### src/rtl/flrc_pkg.sv
`timescale 1ns / 1ps
// shared types and constants of the link response checker
// no dependencies; used by flrc_store, flrc_frame and fpga_link_response_checker
package flrc_pkg;

	localparam int STORE_DEPTH = 32;
	localparam int MAC_W = 48;
	localparam int POS_W = 11;

	// item kinds on the input channel (code 3 is ignored)
	localparam logic [1:0] KIND_REQ  = 2'd0;
	localparam logic [1:0] KIND_BYTE = 2'd1;
	localparam logic [1:0] KIND_READ = 2'd2;

	// configuration register indexes
	localparam logic [0:0] REG_OWN_MAC  = 1'b0;
	localparam logic [0:0] REG_PEER_MAC = 1'b1;

	// frame layout
	localparam logic [POS_W-1:0] POS_SRC_START  = 11'd6;
	localparam logic [POS_W-1:0] POS_HDR_START  = 11'd16;
	localparam logic [POS_W-1:0] POS_DATA_START = 11'd20;
	localparam logic [POS_W-1:0] POS_ECHO_END   = 11'd24;
	localparam logic [POS_W-1:0] POS_MAX        = 11'd2047;

	// set response codes
	localparam logic [7:0] SET_FUNC = 8'h80;
	localparam logic [7:0] SET_SUB  = 8'h00;

	// response table: get entry and set entry
	localparam logic [15:0] RESP_GET_LEN  = 16'h000B;
	localparam logic [7:0]  RESP_GET_FUNC = 8'h00;
	localparam logic [7:0]  RESP_GET_SUB  = 8'h80;
	localparam logic [15:0] RESP_SET_LEN  = 16'h0006;
	localparam logic [7:0]  RESP_SET_FUNC = 8'h80;
	localparam logic [7:0]  RESP_SET_SUB  = 8'h00;

	typedef enum logic [2:0] {
		VERDICT_OK      = 3'd0,
		VERDICT_SHORT   = 3'd1,
		VERDICT_ADDRESS = 3'd2,
		VERDICT_FUNC    = 3'd3,
		VERDICT_LENGTH  = 3'd4,
		VERDICT_ECHO    = 3'd5
	} verdict_t;

	// pending request as recorded
	typedef struct packed {
		logic [7:0]  func;
		logic [7:0]  sub;
		logic        get;
		logic [15:0] seq;
	} pend_t;

	// frame judgement handed to the top level
	typedef struct packed {
		logic       fire;
		verdict_t   verdict;
		logic       accept;
		logic [5:0] count;
	} frame_res_t;

endpackage

### src/rtl/flrc_frame.sv
`timescale 1ns / 1ps
// frame byte tracker: address checks, header capture, data writes and judgement
// depends on flrc_pkg
module flrc_frame #(
	parameter int STORE_DEPTH = flrc_pkg::STORE_DEPTH
) (
	input  logic                              clk,
	input  logic                              arst_n,
	input  logic                              step,
	input  logic [7:0]                        byte_in,
	input  logic                              last,
	input  logic [flrc_pkg::MAC_W-1:0]        own_mac,
	input  logic [flrc_pkg::MAC_W-1:0]        peer_mac,
	input  flrc_pkg::pend_t                   pend,
	output logic                              wr_en,
	output logic [$clog2(STORE_DEPTH)-1:0]    wr_off,
	output logic [7:0]                        wr_data,
	output flrc_pkg::frame_res_t              res
);
	localparam int OFF_W = $clog2(STORE_DEPTH);

	logic [flrc_pkg::POS_W-1:0] pos_q;
	logic [63:0]                hdr_q;
	logic [1:0]                 addr_ok_q;

	logic [63:0]                hdr_next;
	logic [1:0]                 addr_next;
	logic [2:0]                 own_k;
	logic [2:0]                 peer_k;
	logic [2:0]                 hdr_k;
	logic [flrc_pkg::POS_W-1:0] data_off;
	logic [15:0]                len;
	logic [7:0]                 func;
	logic [7:0]                 sub;
	logic [15:0]                cnt_len;
	logic [15:0]                cnt_got;
	logic [15:0]                cnt;
	logic                       hit;
	flrc_pkg::verdict_t         verdict;

	assign own_k    = 3'd5 - pos_q[2:0];
	assign peer_k   = 3'(4'd11 - pos_q[3:0]);
	assign hdr_k    = 3'(5'd23 - pos_q[4:0]);
	assign data_off = pos_q - flrc_pkg::POS_DATA_START;

	// address flags: bit 0 destination, bit 1 source
	always_comb begin
		addr_next = addr_ok_q;
		if (pos_q < flrc_pkg::POS_SRC_START) begin
			if (byte_in != own_mac[{own_k, 3'b000} +: 8]) begin
				addr_next[0] = 1'b0;
			end
		end else if (pos_q < 11'd12) begin
			if (byte_in != peer_mac[{peer_k, 3'b000} +: 8]) begin
				addr_next[1] = 1'b0;
			end
		end
	end

	always_comb begin
		hdr_next = hdr_q;
		if (pos_q >= flrc_pkg::POS_HDR_START && pos_q < flrc_pkg::POS_ECHO_END) begin
			hdr_next[{hdr_k, 3'b000} +: 8] = byte_in;
		end
	end

	assign wr_en   = step && pos_q >= flrc_pkg::POS_DATA_START
		&& data_off < flrc_pkg::POS_W'(STORE_DEPTH);
	assign wr_off  = OFF_W'(data_off);
	assign wr_data = byte_in;

	assign len  = hdr_next[63:48];
	assign func = hdr_next[47:40];
	assign sub  = hdr_next[39:32];
	assign hit  = (len == flrc_pkg::RESP_GET_LEN && func == flrc_pkg::RESP_GET_FUNC
		&& sub == flrc_pkg::RESP_GET_SUB)
		|| (len == flrc_pkg::RESP_SET_LEN && func == flrc_pkg::RESP_SET_FUNC
		&& sub == flrc_pkg::RESP_SET_SUB);

	// bytes of the frame at or past byte 20, plus one for the last byte itself
	assign cnt_len = len - 16'd2;
	assign cnt_got = 16'(pos_q) - 16'd19;

	always_comb begin
		cnt = cnt_len;
		if (cnt > cnt_got) begin
			cnt = cnt_got;
		end
		if (cnt > 16'(STORE_DEPTH)) begin
			cnt = 16'(STORE_DEPTH);
		end
	end

	always_comb begin
		if (pos_q < 11'd19) begin
			verdict = flrc_pkg::VERDICT_SHORT;
		end else if (addr_next != 2'b11) begin
			verdict = flrc_pkg::VERDICT_ADDRESS;
		end else if (pend.get ? (func != pend.func || sub != pend.sub)
			: (func != flrc_pkg::SET_FUNC || sub != flrc_pkg::SET_SUB)) begin
			verdict = flrc_pkg::VERDICT_FUNC;
		end else if (!hit) begin
			verdict = flrc_pkg::VERDICT_LENGTH;
		end else if (!pend.get && (pos_q < 11'd23 || hdr_next[31:16] != pend.seq
			|| hdr_next[15:8] != pend.func || hdr_next[7:0] != pend.sub)) begin
			verdict = flrc_pkg::VERDICT_ECHO;
		end else begin
			verdict = flrc_pkg::VERDICT_OK;
		end
	end

	assign res.fire    = step && last;
	assign res.verdict = verdict;
	assign res.accept  = verdict == flrc_pkg::VERDICT_OK;
	assign res.count   = cnt[5:0];

	always_ff @(posedge clk or negedge arst_n) begin
		if (!arst_n) begin
			pos_q     <= '0;
			hdr_q     <= '0;
			addr_ok_q <= 2'b11;
		end else if (step) begin
			if (last) begin
				pos_q     <= '0;
				hdr_q     <= '0;
				addr_ok_q <= 2'b11;
			end else begin
				if (pos_q != flrc_pkg::POS_MAX) begin
					pos_q <= pos_q + 11'd1;
				end
				hdr_q     <= hdr_next;
				addr_ok_q <= addr_next;
			end
		end
	end
endmodule

### config.mk
export PLATFORM = sky130hd
export DESIGN_NAME = flrc_frame
export DESIGN_NICKNAME = d
export VERILOG_FILES = /design/src/rtl/flrc_pkg.sv /design/src/rtl/flrc_frame.sv
export SDC_FILE = /design/constraint.sdc
export NUM_CORES = 1
export LEC_CHECK = 0
export BUFFER_PORTS_ARGS = -buffer_cell sky130_fd_sc_hd__buf_4
export CAP_MARGIN = 10
export CORE_UTILIZATION = 44
export DETAILED_ROUTE_END_ITERATION = 6
export GPL_TIMING_DRIVEN = 0
export PLACE_DENSITY = 0.67
export RECOVER_POWER = 100
export SYNTH_ARGS = -nofsm -noshare
export SYNTH_HDL_FRONTEND = slang
export SYNTH_SLANG_ARGS = --single-unit
### constraint.sdc
create_clock -name clk -period 17 [get_ports clk]
set_input_delay 1.7 -clock clk [delete_from_list [all_inputs] [get_ports clk]]
set_output_delay 1.7 -clock clk [all_outputs]
set_load 0.03 [all_outputs]
# --- After elaboration in Yosys (flattened, before gate mapping) ---
# Index checks and enable logic that the tools add are counted.
word_totals:
  wordCells: 80
  reg_bits: 77
  output_inout_bits: 25
classes:
  n_lt_le_gt_ge: 10
  eq_ne: 14
  muxes: 19
  n_reduce_logical: 22
  n_addsub: 8
  n_shift: 4
op_table:
  columns: ["operator", "count"]
  rows:
  - ["$mux W64", 2]
  - ["$shiftx A48 B7 Y8", 2]
  - ["$bwmux W64", 1]
  - ["$shift A8 B8 Y64 const A", 1]
  - ["$shiftx A8 B8 Y64", 1]
  - ["$ne A8 B8 Y1", 6]
  - ["$lt A11 B5 Y1 const B", 3]
  - ["$ge A11 B5 Y1 const B", 2]
  - ["$mux W11", 2]
  - ["$eq A16 B3 Y1 const B", 1]
  - ["$eq A16 B4 Y1 const B", 1]
  - ["$eq A8 B8 Y1 const B", 2]
  - ["$gt A16 B16 Y1", 1]
  - ["$gt A16 B6 Y1 const B", 1]
  - ["$logic_not A8 Y1", 2]
  - ["$mux W16", 1]
  - ["$ne A16 B16 Y1", 1]
  - ["$sub A16 B2 Y16 const B", 1]
  - ["$mux W3", 5]
  - ["$sub A11 B5 Y12 const B", 1]
  - ["$add A11 B1 Y11 const B", 1]
  - ["$lt A11 B3 Y1 const B", 1]
  - ["$lt A11 B4 Y1 const B", 1]
  - ["$lt A11 B6 Y1 const B", 1]
  - ["other kinds (17)", 36]

# --- Depth between registers and ports, before layout ---
logic_depth:
  word_depth: 16
  mapped_depth: 27
  depth_no_buf: 22

# --- Worst setup path before layout ---
# OpenSTA, ideal clock, no wires.
synth_path:
  path_type: "reg2out"
  startpoint: "reg pos_q[0] (netlist bit)"
  endpoint: "out res[1] (netlist bit)"
  t_required_ps: 15300
  t_arrival_ps: 5798
  path_buffers: 8
  stages_incl_launch_ff: 27
  slack_ps: 9502
  cell_sequence: "dfrtp_1 -> buf_2 -> buf_4 -> buf_2 -> buf_2 -> inv_1 -> ha_1 -> clkbuf_1 -> clkbuf_1 -> and2_1 -> nand2_1 -> o21ai_0 -> inv_1 -> ha_1 -> and4b_1 -> buf_4 -> xnor2_1 -> ha_1 -> a21oi_1 -> nor2b_1 -> o21ai_0 -> a21oi_1 -> o31a_1 -> clkbuf_1 -> mux2i_1 -> o21ai_2 -> a211oi_2"
synth_rtl:
  columns: ["item", "line", "rtl"]
  rows:
  - ["from (decl)", "flrc_frame.sv:22", "logic [flrc_pkg::POS_W-1:0] pos_q;"]
  - ["from (signal assigned)", "flrc_frame.sv:129", "pos_q <= pos_q + 11'd1;"]
  - ["to (decl)", "flrc_frame.sv:18", "output flrc_pkg::frame_res_t res"]

==> impl_metrics.yaml <==
die:
  dieWidth_um: 133
  die_area_sq_um: 17800
  num_io_pins: 166
  core_area_sq_um: 16700
  die_height_um: 133
  rows: 47
  start_util: 0.455
clock_network:
  cts_tree: "done"
  clockBufferDepth: 2
  cts_root_buf: "clkbuf_16"
  htree_levels: 3
  ctsHoldBuffers: 0
  clkTransAtPathRegs_ps: 60
  cts_resized: 0
  clock_sinks: 77
  clock_latency_ps: 350
  numCtsBuffers: 9
  post_cts_buffers: 0
synthesis:
  ys_warn_count: 0
  seq_area_frac_synth: 0.254
  avgSynthCellArea_sq_um: 8.47
  synth_nets: 1064
  synthAdderAreaFrac: 0.0428
  yosys.area_share.simple: 0.245
  synthFlopType: "dfrtp_1"
  synth_edf_count: 0
  yosys.area.top_type: "dfrtp_1"
  synth.distinct_cells: 85
  synth_area_leaders: "dfrtp_1 25%, xnor2_1 5.6%, mux2i_1 5.4%, mux4_2 4.7%, ha_1 4.3%"
  synthArstFlopShare: 1.00
  synth_top_area_share: 0.247
  synth.area.mux_share: 0.104
  syn_area_sq_um: 7600
  synth_top_family_by_area: "simple AND/OR/NAND/NOR gates"
  synthXorXnorAreaFrac: 0.0945
  yosysMostFrequentCell: "nand2_1"
  synth_seq_cells: 77
  synth_common_cells: "83 x nand2_1, 75 x dfrtp_1, 72 x nor2_1"
  syn_inst: 897
  synth_compound_area_frac: 0.198
route:
  firstDrtPassIters: 5
  antenna_left: 0
  vias: 7847
  wl_per_cell_um: 21.2
  drt-initial-drc-count: 757
  drc_errors: 0
  drt_wl_total_mm: 27.5
  vias_per_cell: 6.07
layout:
  n_fill_cell: 1641
  diodes: 0
  nets: 1236
  final_core_utilization: 0.558
  syn_to_final_growth_pct: 22.6
  drive_above_1_share: 0.202
flow_run:
  cap_violations: 1
power_and_ir_drop:
  p_leak_nw: 4.05
  peakVddDrop_mv: 0.0469
  p_per_area_nw_per_um2: 60.9
grt:
  grt_pass1_wl_mm: 42.4
  use_met3: 0.0529
  grt_util_all_layers: 0.314
  antenna_found_initial: 0
  grt_use_met2: 0.512
  use_met1: 0.412
  grt_pass1_vias: 7625
  grt_max_degree: 78
  gr-total-overflow: 0
  top_usage_layer: "met2"
setup_path:
  criticalPathCategory: "reg2out"
  worst_setup_path_start_kind: "flip-flop"
  cp.arrival_ps: 9650
  endpoint_kind: "primary output"
  required_ps: 15300
  cp_max_fo: 10
timing:
  finalSetupTns_ps: 0
  fin_ws_ps: 5650
  period_minus_slack_ps: 11350
  final-hold-violation-count: 0
  min_period_over_period: 0.668
  finalSetupViolations: 0
  fmax_mhz: 88.1
  worstMarginPinSlew_ps: 4420
  maxSlewViolCount: 78
  rsz0062_at_grt: "no"
  slew_headroom: -1.95
  finClkSkew_ps: 9.34
min_path:
  hold_class: "reg2reg"
placed_design:
  dp.final_hpwl_mm: 21.4
  place_congestion: 0.968
  io_buffers: 161
  pre_cts_ws_ps: 7940
status:
  violations: "max-capacitance violations, max-slew violations"
  outcome: "finished, violations left"
## cells in the final DEF, fill, tap and decap left out, drive strengths merged, types with 18 or more instances in the layout
cell type and instances:
inv 32, ha 26, nand4 18, a21oi 30, a22o 25, dfrtp 75, nand2 83, o21ai 66
mux2i 41, nand3 21, buf 162, nor2 72, xor2 33, nor3 28, xnor2 49, clkbuf 76
## cell families after synthesis
logic type | Yosys count
and+or+nand+nor | 338
AOI/OAI and AO/OA | 217
buffers and inverters | 98
xor gates and xnor gates | 82
DFF | 77
muxes | 59
adders and majority gates | 26
## registers in the layout (all words and copies together) (netlist names)
register   cells
addr_ok_q      2
hdr_q         64
pos_q         11
## power breakdown
part,switching [mW],internal (mW),total (mW)
Combinational,0.0861,0.0645,0.151
Clock,0.0808,0.150,0.231
Sequential,0.00161,0.184,0.186
## layout make-up
type	count	area, sq um	share of cell area
multi-input cells	722	5190	0.557
flip-flops and latches	77	1930	0.207
repair buffers	161	1120	0.120
plain buffers	66	335	0.0360
well taps	220	275	0.0295
clock buffers	11	253	0.0271
inverters	32	120	0.0129
clock inverters	4	95.1	0.0102
## worst paths after layout
kind                                            start  cells past startpoint  slack (ps)               endpoint
worst max-delay path             pos_q[0]$_DFFE_PN0P_                     27        5650                 res[3]
worst min-delay path            hdr_q[19]$_DFFE_PN0P_                      2         490  hdr_q[19]$_DFFE_PN0P_
worst max register to register   pos_q[0]$_DFFE_PN0P_                     12       10200   hdr_q[5]$_DFFE_PN0P_
worst min register to register  hdr_q[19]$_DFFE_PN0P_                      2         490  hdr_q[19]$_DFFE_PN0P_
max in group asynchronous                      arst_n                      1       11580   hdr_q[1]$_DFFE_PN0P_
min in group asynchronous                      arst_n                      1        2910  hdr_q[18]$_DFFE_PN0P_
## routing by layer
layer | vias up | wire [um] | part of all wire
met4 | 0 | 969 | 0.035
met5 | - | 0 | 0
li1 | 3656 | - | -
met1 | 3707 | 11400 | 0.42
met3 | 63 | 2380 | 0.087
met2 | 421 | 12700 | 0.46
## worst max-delay path: stages (launching register included)
cell and delay (ps):
dfrtp_1 460, clkbuf_1 380, clkbuf_1 700, clkbuf_1 720, clkbuf_1 750, inv_1 330
ha_1 370, clkbuf_1 310, clkbuf_1 500, and2_0 300, nand2_1 180, o21ai_0 650
inv_1 110, ha_1 320, and4b_1 220, buf_4 150, xnor2_1 270, ha_1 300
a21oi_1 140, nor2b_1 60, o21ai_0 150, a21oi_1 100, o31a_1 370, clkbuf_1 290
mux2i_1 250, o21ai_0 320, a211oi_2 280, clkbuf_1 330
## per-stage QoR
stage                     hold WS, ps  power [mW]  area, sq um  std cells
after floorplan                   450       0.276         7600        897
after global placement            464       0.339         9080       1278
after detailed placement          471       0.340         9080       1278
after CTS                         483       0.568         9430       1293
after global routing              506       0.587         9320       1293
final                             485       0.568         9320       1293
(Power assumes the default switching activity.)
